$ cat src/sv/kdtf_pkg.sv
package kdtf_pkg;

  localparam int BYTE_W      = 32;
  localparam int KIB_BITS    = 22;
  localparam int NUM_DIGITS  = 7;
  localparam int DIG_W       = 4;
  localparam int BCD_W       = NUM_DIGITS * DIG_W;
  localparam int STEP_W      = $clog2(KIB_BITS);
  localparam int IDX_W       = $clog2(NUM_DIGITS);
  localparam int CHAR_W      = 7;
  localparam int LEN_W       = 4;
  localparam int COL_W       = 8;

  localparam logic [CHAR_W-1:0] CHAR_ZERO    = 7'd48;
  localparam logic [CHAR_W-1:0] CHAR_K       = 7'd75;
  localparam logic [COL_W-1:0]  SCREEN_RESET = 8'd80;

  typedef struct packed {
    logic             busy;
    logic             done;
    logic [BCD_W-1:0] bcd;
  } conv_t;

endpackage

$ cat src/sv/kdtf_dabble.sv
module kdtf_dabble (
  input  logic                          clk_i,
  input  logic                          rst_ni,
  input  logic                          start_i,
  input  logic [kdtf_pkg::KIB_BITS-1:0] kib_i,
  output kdtf_pkg::conv_t               conv_o
);
  import kdtf_pkg::*;

  logic                busy_q;
  logic                done_q;
  logic [STEP_W-1:0]   step_q;
  logic [KIB_BITS-1:0] kib_q;
  logic [BCD_W-1:0]    bcd_q;
  logic [BCD_W-1:0]    bcd_adj;
  logic                last_step;

  always_comb begin
    bcd_adj = bcd_q;
    for (int d = 0; d < NUM_DIGITS; d++) begin
      if (bcd_q[d*DIG_W +: DIG_W] > 4'd4) begin
        bcd_adj[d*DIG_W +: DIG_W] = bcd_q[d*DIG_W +: DIG_W] + 4'd3;
      end
    end
  end

  assign last_step = (step_q == STEP_W'(KIB_BITS - 1));

  always_ff @(posedge clk_i or negedge rst_ni) begin
    if (!rst_ni) begin
      busy_q <= 1'b0;
      done_q <= 1'b0;
      step_q <= '0;
    end else begin
      done_q <= busy_q && last_step;
      if (start_i) begin
        busy_q <= 1'b1;
        step_q <= '0;
      end else if (busy_q) begin
        step_q <= step_q + STEP_W'(1);
        if (last_step) begin
          busy_q <= 1'b0;
        end
      end
    end
  end

  always_ff @(posedge clk_i) begin
    if (start_i) begin
      kib_q <= kib_i;
      bcd_q <= '0;
    end else if (busy_q) begin
      bcd_q <= {bcd_adj[BCD_W-2:0], kib_q[KIB_BITS-1]};
      kib_q <= {kib_q[KIB_BITS-2:0], 1'b0};
    end
  end

  assign conv_o.busy = busy_q;
  assign conv_o.done = done_q;
  assign conv_o.bcd  = bcd_q;

endmodule

$ cat src/sv/kdtf_emit.sv
module kdtf_emit (
  input  logic                        clk_i,
  input  logic                        rst_ni,
  input  kdtf_pkg::conv_t             conv_i,
  input  logic [kdtf_pkg::COL_W-1:0]  disp_cols_i,
  output logic                        busy_o,
  output logic                        out_valid_o,
  input  logic                        out_ready_i,
  output logic [kdtf_pkg::CHAR_W-1:0] char_code_o,
  output logic [kdtf_pkg::LEN_W-1:0]  text_length_o,
  output logic [kdtf_pkg::COL_W-1:0]  start_column_o,
  output logic                        is_last_o
);
  import kdtf_pkg::*;

  logic              busy_q;
  logic [BCD_W-1:0]  bcd_q;
  logic [IDX_W-1:0]  skip_q;
  logic [LEN_W-1:0]  chars_q;
  logic [LEN_W-1:0]  len_q;
  logic [COL_W-1:0]  col_q;
  logic              out_valid_q;
  logic [CHAR_W-1:0] char_q;
  logic [LEN_W-1:0]  out_len_q;
  logic [COL_W-1:0]  out_col_q;
  logic              last_q;

  logic [IDX_W-1:0]  first_idx;
  logic [LEN_W-1:0]  len_d;
  logic [COL_W-1:0]  col_d;
  logic              slot_free;
  logic              emit;
  logic              emit_k;

  always_comb begin
    first_idx = '0;
    for (int d = 1; d < NUM_DIGITS; d++) begin
      if (conv_i.bcd[d*DIG_W +: DIG_W] != '0) begin
        first_idx = IDX_W'(d);
      end
    end
  end

  assign len_d     = LEN_W'(first_idx) + LEN_W'(2);
  assign col_d     = disp_cols_i - COL_W'(len_d) - COL_W'(2);
  assign slot_free = !out_valid_q || out_ready_i;
  assign emit      = busy_q && (skip_q == '0) && slot_free;
  assign emit_k    = (chars_q == LEN_W'(1));

  always_ff @(posedge clk_i or negedge rst_ni) begin
    if (!rst_ni) begin
      busy_q      <= 1'b0;
      out_valid_q <= 1'b0;
    end else begin
      if (conv_i.done) begin
        busy_q <= 1'b1;
      end else if (emit && emit_k) begin
        busy_q <= 1'b0;
      end
      if (emit) begin
        out_valid_q <= 1'b1;
      end else if (out_ready_i) begin
        out_valid_q <= 1'b0;
      end
    end
  end

  always_ff @(posedge clk_i) begin
    if (conv_i.done) begin
      bcd_q   <= conv_i.bcd;
      skip_q  <= IDX_W'(NUM_DIGITS - 1) - first_idx;
      chars_q <= len_d;
      len_q   <= len_d;
      col_q   <= col_d;
    end else if (busy_q && (skip_q != '0)) begin
      bcd_q  <= {bcd_q[BCD_W-DIG_W-1:0], {DIG_W{1'b0}}};
      skip_q <= skip_q - IDX_W'(1);
    end else if (emit) begin
      bcd_q   <= {bcd_q[BCD_W-DIG_W-1:0], {DIG_W{1'b0}}};
      chars_q <= chars_q - LEN_W'(1);
    end
    if (emit) begin
      char_q    <= emit_k ? CHAR_K
                          : CHAR_ZERO + CHAR_W'(bcd_q[BCD_W-1 -: DIG_W]);
      out_len_q <= len_q;
      out_col_q <= col_q;
      last_q    <= emit_k;
    end
  end

  assign busy_o         = busy_q;
  assign out_valid_o    = out_valid_q;
  assign char_code_o    = char_q;
  assign text_length_o  = out_len_q;
  assign start_column_o = out_col_q;
  assign is_last_o      = last_q;

endmodule

$ cat src/sv/kib_decimal_text_formatter_top.sv
// Formats a byte count as right-aligned KiB text: bits 31..10 of byte_count are
// converted to decimal one bit per cycle by a shift-and-add-3 converter, then
// the characters leave one per beat, most significant digit first with leading
// zeros dropped, closed by 'K' with is_last set. Every beat carries the string
// length and the start column display width - length - 2 (modulo 256). One
// item is in flight at a time: after an input beat the converter runs, its
// result passes through a done register to the character stage, which shifts
// past the leading zeros and then emits the characters; the next input beat
// is taken only after the 'K' is emitted, so output stalls before the 'K'
// delay it. The display width resets to 80; write it while idle.
module kib_decimal_text_formatter_top (
  input  logic                        clk_i,
  input  logic                        rst_ni,
  input  logic                        cfg_we_i,
  input  logic [kdtf_pkg::COL_W-1:0]  cfg_wdata_i,
  input  logic                        in_valid_i,
  output logic                        in_ready_o,
  input  logic [kdtf_pkg::BYTE_W-1:0] byte_count_i,
  output logic                        out_valid_o,
  input  logic                        out_ready_i,
  output logic [kdtf_pkg::CHAR_W-1:0] char_code_o,
  output logic [kdtf_pkg::LEN_W-1:0]  text_length_o,
  output logic [kdtf_pkg::COL_W-1:0]  start_column_o,
  output logic                        is_last_o
);
  import kdtf_pkg::*;

  logic [COL_W-1:0] disp_cols_q;
  conv_t            conv;
  logic             emit_busy;
  logic             start;

  always_ff @(posedge clk_i or negedge rst_ni) begin
    if (!rst_ni) begin
      disp_cols_q <= SCREEN_RESET;
    end else if (cfg_we_i) begin
      disp_cols_q <= cfg_wdata_i;
    end
  end

  assign in_ready_o = !conv.busy && !conv.done && !emit_busy;
  assign start      = in_valid_i && in_ready_o;

  kdtf_dabble u_dabble (
    .clk_i   (clk_i),
    .rst_ni  (rst_ni),
    .start_i (start),
    .kib_i   (byte_count_i[BYTE_W-1 -: KIB_BITS]),
    .conv_o  (conv)
  );

  kdtf_emit u_emit (
    .clk_i          (clk_i),
    .rst_ni         (rst_ni),
    .conv_i         (conv),
    .disp_cols_i    (disp_cols_q),
    .busy_o         (emit_busy),
    .out_valid_o    (out_valid_o),
    .out_ready_i    (out_ready_i),
    .char_code_o    (char_code_o),
    .text_length_o  (text_length_o),
    .start_column_o (start_column_o),
    .is_last_o      (is_last_o)
  );

endmodule

$ cat config.mk
export PLATFORM = sky130hd
export DESIGN_NAME = kib_decimal_text_formatter_top
export DESIGN_NICKNAME = d
export VERILOG_FILES = /design/src/sv/kdtf_pkg.sv /design/src/sv/kdtf_dabble.sv /design/src/sv/kdtf_emit.sv /design/src/sv/kib_decimal_text_formatter_top.sv
export SDC_FILE = /design/constraint.sdc
export NUM_CORES = 1
export LEC_CHECK = 0
export ABC_AREA = 1
export BUFFER_PORTS_ARGS = -buffer_cell sky130_fd_sc_hd__buf_2
export CORE_MARGIN = 1.5
export CORE_UTILIZATION = 63
export DETAILED_ROUTE_END_ITERATION = 16
export PLACE_DENSITY = 0.83
export RECOVER_POWER = 25
export SLEW_MARGIN = 30
export SYNTH_ARGS = -nofsm -noshare
export SYNTH_HDL_FRONTEND = slang
export SYNTH_SLANG_ARGS = --single-unit
export TNS_END_PERCENT = 10
$ cat constraint.sdc
create_clock -name clk_i -period 4.34 [get_ports clk_i]
set_input_delay 0.868 -clock clk_i [delete_from_list [all_inputs] [get_ports clk_i]]
set_output_delay 0.868 -clock clk_i [all_outputs]
set_load 0.01 [all_outputs]
==> Word level (Yosys, flattened, before mapping) <==
Index checks and enable logic that the tools add are counted.
{ "word_totals": {"reg_bits": 134, "inputBits": 45, "output_inout_bits": 22, "word_cells": 102} }
{ "op_classes": {"add_sub_neg": 15, "magnitude_cmp": 7, "n_eq_ne": 3, "muxes": 32, "reduce_logical": 28} }
{ "ops": {"columns": ["op", "count"], "rows": [
  ["2-to-1 mux 28 bit", 3],
  ["2-to-1 mux 22 bit", 2],
  ["2-to-1 mux 4 bit", 9],
  ["greater-than comparator 4 x 3 -> 1 bit, second input constant", 7],
  ["adder 4 x 2 -> 4 bit, second input constant", 6],
  ["2-to-1 mux 3 bit", 8],
  ["nonzero test 4 bit", 6],
  ["2-to-1 mux 5 bit", 2],
  ["nonzero test 2 bit", 5],
  ["logical AND 1 bit", 8],
  ["2-to-1 mux 1 bit", 8],
  ["subtractor 8 x 2 -> 8 bit, second input constant", 1],
  ["subtractor 8 x 4 -> 8 bit", 1],
  ["adder 6 x 4 -> 7 bit, first input constant", 1],
  ["nonzero test 3 bit", 2],
  ["adder 5 x 1 -> 5 bit, second input constant", 1],
  ["== test 5 bit, second input constant", 1],
  ["adder 3 x 2 -> 4 bit, second input constant", 1],
  ["== test 4 x 1 -> 1 bit, second input constant", 1],
  ["logical NOT 1 bit", 4],
  ["subtractor 4 x 1 -> 4 bit, second input constant", 1],
  ["adder 3 x 2 -> 3 bit, second input constant", 1],
  ["logical NOT 3 bit", 1],
  ["subtractor 3 x 1 -> 3 bit, second input constant", 1],
  ["other kinds (4)", 4]
]} }

==> Longest topological paths before layout <==
Gate-level depths: netlist of the first run.
{ "depth": {"ltp_word": 10, "mapped_depth": 18, "ltp_nobuf": 18} }

==> Hierarchy <==
From an unflattened synthesis of the first run, not the netlist that was laid out.
{ "hier_totals": {"hier_cells": 721, "area_unflattened_um2": 6506.2} }
{ "by_module_without_submodules": {"columns": ["module", "instances", "cells_each", "area_each_um2", "seq_area_each_um2"], "rows": [
  ["kdtf_emit", 1, 280, 3108.0, 2031.9],
  ["kdtf_dabble", 1, 402, 3061.7, 1396.3],
  ["kib_decimal_text_formatter_top", 1, 39, 336.6, 202.7]
]} }

==> Worst setup path after synthesis of the first run <==
Ideal clock, no wire load.
{ "synth_timing": {"path_kind": "register to register", "startpoint": "reg u_dabble.bcd_q[20]", "endpoint": "reg u_emit.col_q[7], data pin", "setup_ps": 252, "t_arrival_ps": 2398, "t_required_ps": 4088, "path_slack_ps": 1690, "path_stages_with_launch": 17, "n_path_buf": 0, "synth_period_minus_slack_ps": 2650, "path_cell_list": "dfxtp_1 > inv_1 > ha_1 > nand3_1 > nor2_1 > nand2_1 > nand2_1 > inv_1 > ha_1 > inv_1 > ha_1 > inv_1 > fa_1 > o21ai_0 > nor2_1 > nand3_1 > nand2_1"} }
{ "synth_via": {"elab_chain_cells": 6} }
{ "synth_rtl": {"columns": ["element", "line_no", "rtl"], "rows": [
  ["start, declared", "kdtf_dabble.sv:14", "logic [BCD_W-1:0] bcd_q;"],
  ["start signal, assigned", "kdtf_dabble.sv:53", "bcd_q <= {bcd_adj[BCD_W-2:0], kib_q[KIB_BITS-1]};"],
  ["nonzero test 4 bit", "kdtf_emit.sv:38", "if (conv_i.bcd[d*DIG_W +: DIG_W] != '0) begin"],
  ["2-to-1 mux 3 bit (2 in a row)", "kdtf_emit.sv:38", null],
  ["adder 3 x 2 -> 4 bit", "kdtf_emit.sv:44", "assign len_d = LEN_W'(first_idx) + LEN_W'(2);"],
  ["named net u_emit.len_d[1]", "kdtf_emit.sv:29", "logic [LEN_W-1:0] len_d;"],
  ["subtractor 8 x 4 -> 8 bit", "kdtf_emit.sv:45", "assign col_d = disp_cols_i - COL_W'(len_d) - COL_W'(2);"],
  ["subtractor 8 x 2 -> 8 bit", "kdtf_emit.sv:45", null],
  ["named net u_emit.col_d[7]", "kdtf_emit.sv:30", "logic [COL_W-1:0] col_d;"],
  ["end signal, assigned", "kdtf_emit.sv:74", "col_q <= col_d;"],
  ["end, declared", "kdtf_emit.sv:21", "logic [COL_W-1:0] col_q;"]
]} }
The timed path passes the listed nets, and every way through them passes these cells.
A chain may end at the register's enable or synchronous reset.

==> Worst setup path after layout of the first run <==
{ "layout_timing": {"startpoint": "reg u_dabble.bcd_q[12]", "endpoint": "reg u_emit.col_q[7], data pin"} }
{ "layout_via": {"elab_chain_cells": 8} }
{ "layout_rtl": {"columns": ["element", "line_no"], "rows": [
  ["nonzero test 4 bit", "kdtf_emit.sv:38"],
  ["2-to-1 mux 3 bit (4 in a row)", "kdtf_emit.sv:38"],
  ["adder 3 x 2 -> 4 bit", "kdtf_emit.sv:44"],
  ["named net u_emit.len_d[1]", "kdtf_emit.sv:29"],
  ["subtractor 8 x 4 -> 8 bit", "kdtf_emit.sv:45"],
  ["subtractor 8 x 2 -> 8 bit", "kdtf_emit.sv:45"],
  ["named net u_emit.col_d[7]", "kdtf_emit.sv:30"]
]} }
The timed path passes the listed nets, and every way through them passes these cells.

==> impl_metrics.yaml, run 1 <==
worst_setup_path:
  cp.arrival_ps: 3390
  ff2ff_path_depth: 17
  critical_path_class: "reg2reg"
  cp.required_ps: 4620
  cp-end-kind: "register"
  critPathMaxFanout: 4
  reg2reg_setup_slack_ps: 1240
  reg2reg_from: "u_dabble.bcd_q[12]"
  startpoint: "u_dabble.bcd_q[12]"
  r2r_end: "u_emit.col_q[7]"
  critPathLaunchType: "register"
layout:
  nets: 764
  synthToLayoutAreaGrowth_pct: 14.0
  fillers: 640
  layout_common_cells: "nand2_1 (161), inv_1 (94), edfxtp_1 (88)"
  multi_input_area_sq_um: 2070
  seqCellArea_sq_um: 3630
  final_common_cell: "nand2_1"
  drive_above_1_share: 0.141
  diodes: 0
cts:
  numClockSinks: 133
  numCtsBuffers: 17
  clock_latency_ps: 520
  htreeDepth: 4
  cts_max_path_buffers: 2
  post_cts_buffers: 0
  cts_tree: "built"
  postCtsHoldBufs: 0
  path_clk_slew_ps: 70
  cts_resized: 0
  cts-root-buf: "clkbuf_8"
synth:
  synth_ff_type: "edfxtp_1"
  synthSimpleGateAreaFrac: 0.145
  syn_avg_cell_area_sq_um: 9.78
  yosysTopAreaCellShare: 0.427
  synth_area_leader_cell: "edfxtp_1"
  netlist_area_sq_um: 6180
  synthTopCellsByArea: "edfxtp_1 (43%), nand2_1 (9.8%), dfxtp_1 (9.1%)"
  ys_seq_area_frac: 0.587
  synth_compound_area_frac: 0.0971
  ys_ff_latch: 133
  synth_edf_count: 88
  synth-adder-area-share: 0.0619
  synth_top_family_by_area: "simple AND/OR/NAND/NOR gates"
  synthCells: 632
  syn_nets: 707
  synthXorXnorAreaFrac: 0.0269
  yosysWarningCount: 0
  ys_types: 33
  synthArstFlopShare: 0.128
  muxShareOfSynthArea: 0.00344
job:
  drv_cap: 0
placed_design:
  dp_hpwl_um: 7810
  post-place-ws_ps: 1270
  gp_congestion: 0.851
  port_buffers: 56
grt:
  grt_antenna_before_repair: 0
  grt_busiest_layer: "met2"
  gr-usage-met3: 0.0595
  grt_pass1_wl_um: 20000
  grt_pass1_vias: 4413
  use_met2: 0.420
  grt.total_usage: 0.251
  use_met1: 0.307
  grt_max_degree: 56
  overflow: 0
timing:
  finalHoldViolCount: 0
  finalSetupViolCount: 0
  max_slew.worst_pin.slew_ps: 1130
  finalCritPeriodShare: 0.715
  tns_ps: 0
  report.final.slew_viol_count: 0
  setup_ws_ps: 1240
  fmax_mhz: 322
  fin_skew_ps: 12.5
  maxSlewHeadroom: 0.243
  fin_crit_ps: 3100
  rsz0062_at_grt: "no"
drt:
  drtPass1Iterations: 5
  viasPerCell: 5.40
  wl_per_cell_um: 14.4
  drc_errors: 0
  ant_nets: 0
  num_vias: 4489
  wirelength_um: 12000
  drt_iter0_markers: 280
floorplanning:
  die_w_um: 102
  io_pins: 67
  num_rows: 35
  start_util: 0.660
  die_area_sq_um: 10400
  core-area_sq_um: 9370
  fp.dieH_um: 102
hold_path:
  hold_class: "reg2reg"
  worstHoldStart: "u_emit.col_q[3]"
  min_path_cells: 0
  whs_endpoint: "u_emit.start_column_o[3]"
power_and_ir_drop:
  vdd_drop_max_v: 0.000460
  p_leak_nw: 3.31
  power_density_nw_per_um2: 784
outcome:
  outcome: "finished, final reports clean"
## routing by layer
layer  share of wire  vias to the layer above
li1                -                     2195
met3           0.049                       27
met5               0                        -
met1            0.41                     2089
met2            0.52                      178
met4           0.022                        0
## Yosys cell counts (2+ instances only)
cell type and count:
nand2_1 161, inv_1 94, edfxtp_1 88, o21ai_0 63, nand3_1 30, ha_1 29
dfxtp_1 28, nor2_1 17, dfrtp_1 15, a21oi_1 14, xor2_1 12, o21ai_1 11
clkbuf_1 10, o21bai_1 8, o211ai_1 7, xnor2_1 7, buf_2 6, or2_2 4
buf_4 3, buf_6 3, nand4_1 3, o22ai_1 3, a31oi_1 2, dfstp_2 2
inv_2 2, nand3b_1 2, nor3_1 2
## state kept, by name (all words and copies together) (netlist names)
signal,flops
disp_cols_q,8
u_emit.chars_q,4
u_dabble.bcd_q,28
u_dabble.step_q,5
u_emit.is_last_o,1
u_emit.bcd_q,28
u_dabble.busy_q,1
u_emit.len_q,4
u_emit.busy_o,1
u_dabble.done_q,1
u_emit.out_valid_o,1
u_emit.start_column_o,8
u_emit.text_length_o,4
u_emit.col_q,8
u_emit.skip_q,3
u_dabble.kib_q,22
u_emit.char_code_o,6
## worst max-delay path, stage by stage (launching register included)
cell and delay (ps):
dfxtp_1 330, inv_1 130, ha_1 220, inv_1 80
nor3_1 240, nand2_1 160, nand2_1 80, nand2_1 70
inv_1 100, ha_1 230, inv_1 60, ha_1 170
inv_1 70, fa_1 410, o21ai_0 300, nor2_1 100
nand3_1 80, nand2_1 50
## through the flow
step	total power, mW	utilization	cell area, sq um	std cells	hold slack (ps)
final	5.53	0.752	7050	831	418
after CTS	5.54	0.753	7050	831	251
after global placement	4.06	0.697	6530	799	401
after detailed placement	4.24	0.697	6530	799	405
after global routing	5.94	0.752	7050	831	430
after floorplan	3.73	-	6180	632	400
## worst max-delay path by stage
stage	depth (start not counted)	to
CTS	17	u_emit.col_q[7]
detailed placement	17	u_emit.col_q[7]
finish	17	u_emit.col_q[7]
floorplan	16	u_emit.col_q[7]
global placement	17	u_emit.col_q[7]
global route	17	u_emit.col_q[7]
## power breakdown
part / internal [mW] / leakage, nW / switching [mW] / total (mW)
clock network: 0.704 / 0.246 / 0.544 / 1.25
registers: 2.06 / 1.30 / 0.303 / 2.36
logic: 0.701 / 1.76 / 1.21 / 1.92
## final cells by class
class,instances,share of cell area
Clock buffer,18,0.0593
Clock inverter,14,0.0149
Inverter,96,0.0511
Multi-Input combinational cell,381,0.293
Sequential cell,133,0.515
Tap cell,129,0.0229
Timing Repair Buffer,60,0.0436
## kinds of logic after synthesis
group           Yosys count
compound gates          110
xor+xnor                 19
fa+ha+maj                30
buf+inv                 118
flops                   133
mux                       2
simple gates            220
(Power assumes the default switching activity.)
==> inputs of run 2 (changes only) <==
- ABC_AREA: 1 -> 0
- CORE_UTILIZATION: 63 -> 59
- PLACE_DENSITY: 0.83 -> 0.78
- clock period: 4.34 -> 3.2 ns (I/O delays scaled with it)
==> impl_metrics.yaml, run 2 <==
synth:
  syn_avg_cell_area_sq_um: 11.7
  ys_types: 42
  yosysTopAreaCellShare: 0.427
  synth_ff_type: "edfxtp_1"
  synthArstFlopShare: 0.128
  netlist_area_sq_um: 6190
  syn_nets: 602
  synth_edf_count: 88
  yosysMostFrequentCell: "nand2_1"
  ys_ff_latch: 133
  synthTopCellsByArea: "edfxtp_1 (43%), dfxtp_1 (9.1%), mux2_2 (6.4%)"
  synth_area_leader_cell: "edfxtp_1"
  synthCells: 527
  ys_seq_area_frac: 0.586
  ys_top_cells_by_count: "nand2_1 (96), edfxtp_1 (88), inv_1 (47), mux2_2 (35), ha_1 (29)"
  yosysWarningCount: 0
outcome:
  outcome: "finished with violations"
  violations: "max-capacitance violations, max-slew violations"
hold_path:
  hold_class: "in2async"
worst_setup_path:
  cp_num_buf_inv: 5
  crit_family: "adder cells"
  cp-end-kind: "register"
  critPathSlowestCell: "fa_1"
  critPathMaxFanout: 5
  critPathLaunchType: "register"
  cp.required_ps: 3470
  cpMostUsedCell: "inv_1"
  cp.arrival_ps: 3330
  path_cells: "inv_1 > ha_1 > nor3b_4 > inv_1 > a31o_2 > inv_1 > ha_1 > inv_1 > ha_1 > inv_1 > fa_1 > nor2b_1 > o21ai_1 > nand3b_1 > xnor2_1"
  max_stage_delay_ps: 410
  critical_path_class: "reg2reg"
placed_design:
  dp_hpwl_um: 7110
  gp_congestion: 0.790
  port_buffers: 56
layout:
  layout_common_cells: "nand2_1 (96), edfxtp_1 (88), buf_2 (54)"
  multi_input_area_sq_um: 2280
  fillers: 703
  nets: 665
  diodes: 0
  synthToLayoutAreaGrowth_pct: 15.8
  reg_top3: "u_dabble.bcd_q (28), u_emit.bcd_q (28), u_dabble.kib_q (22)"
  final_common_cell: "nand2_1"
  drive_above_1_share: 0.231
  seqCellArea_sq_um: 3630
grt:
  grt_antenna_before_repair: 0
  grt_pass1_vias: 3988
  overflow: 0
  grt.total_usage: 0.214
  grt_max_degree: 52
  grt_pass1_wl_um: 18300
power_and_ir_drop:
  power.total_mw: 7.76
  vdd_drop_max_v: 0.000505
  power_density_nw_per_um2: 1080
  p_leak_nw: 3.06
cts:
  htreeDepth: 4
  numCtsBuffers: 17
  path_clk_slew_ps: 60
  cts_tree: "built"
  numClockSinks: 133
  cts_max_path_buffers: 2
  clock_latency_ps: 530
  cts-root-buf: "clkbuf_8"
drt:
  wirelength_um: 11100
  wl_per_cell_um: 15.0
  ant_nets: 0
  viasPerCell: 5.31
  drc_errors: 0
  num_vias: 3927
  drtPass1Iterations: 4
  drt_iter0_markers: 237
floorplanning:
  fp.dieH_um: 105
  die_area_sq_um: 11100
  core-area_sq_um: 10200
  start_util: 0.605
  die_w_um: 105
  io_pins: 67
  num_rows: 37
job:
  drv_cap: 1
timing:
  hold-worst-slack_ps: 240
  fin_crit_ps: 3050
  finalHoldViolCount: 0
  maxSlewHeadroom: -0.208
  report.final.slew_viol_count: 42
  fmax_mhz: 328
  fin_skew_ps: 7.58
  max_slew.worst_pin.slew_ps: 1810
  finalCritPeriodShare: 0.954
  finalSetupViolCount: 0
## run 2: cells by family after synthesis
| family | synth area share |
|---|---|
| buffers and inverters | 0.0487 |
| multiplexers | 0.0928 |
| AO/OA/AOI/OAI | 0.0657 |
| AND/OR/NAND/NOR | 0.116 |
| flip-flops | 0.586 |
| adder cells (fa/ha/maj) | 0.0618 |
| XOR/XNOR | 0.0283 |
## run 2: cell type report
| type | count | area share |
|---|---|---|
| flip-flops and latches | 133 | 0.507 |
| multi-input cells | 327 | 0.318 |
| clock buffers | 21 | 0.0626 |
| repair buffers | 64 | 0.0459 |
| inverters | 47 | 0.0246 |
| well taps | 136 | 0.0237 |
| clock inverters | 11 | 0.0183 |
## run 2: final timing paths
kind	from	endpoint	slack, ps	cells after the start
max	u_dabble.bcd_q[24]	u_emit.col_q[7]	150	15
max in group asynchronous	rst_ni	u_dabble.done_q	2300	1
max reg2reg	u_dabble.bcd_q[24]	u_emit.col_q[7]	150	15
min in group clk_i	out_ready_i	u_emit.out_valid_o	300	2
min reg2reg	u_emit.col_q[3]	u_emit.start_column_o[3]	420	0
min	rst_ni	u_dabble.step_q[2]	240	1
## run 2: timing repair
action | 4_1_cts | 5_1_grt
buffers inserted | 0 | 2
setup endpoints to repair | 2 | 3
gates cloned | 0 | 0
gates resized for setup | 1 | 5
pin swaps | 0 | 1
hold buffers | 0 | 0
## run 2: per-layer routing
layer / routed length [um] / global-route usage / part of all wire / vias up
li1: - / - / - / 1942
met1: 4690 / 0.249 / 0.42 / 1901
met2: 5820 / 0.374 / 0.53 / 69
met3: 412 / 0.0649 / 0.037 / 15
met4: 157 / 0.0793 / 0.014 / 0
met5: 0 / 0 / 0 / -
## run 2: report_power, final
group | switching, mW | internal [mW] | leakage [nW]
Clock | 0.683 | 1.21 | 0.280
Combinational | 1.48 | 1.17 | 1.48
Sequential | 0.410 | 2.81 | 1.30
Total | 2.57 | 5.19 | 3.06
## run 2: per-stage QoR
step,util,area [sq um],cells,TNS (ps),worst slack [ps]
2_1_floorplan,-,6190,527,0,485
3_3_place_gp,0.642,6570,705,0,211
6_report,0.701,7170,739,0,147
4_1_cts,0.699,7150,737,0,57.2
5_1_grt,0.701,7170,739,-12.6,-12.6
3_5_place_dp,0.642,6570,705,-105,-81.6
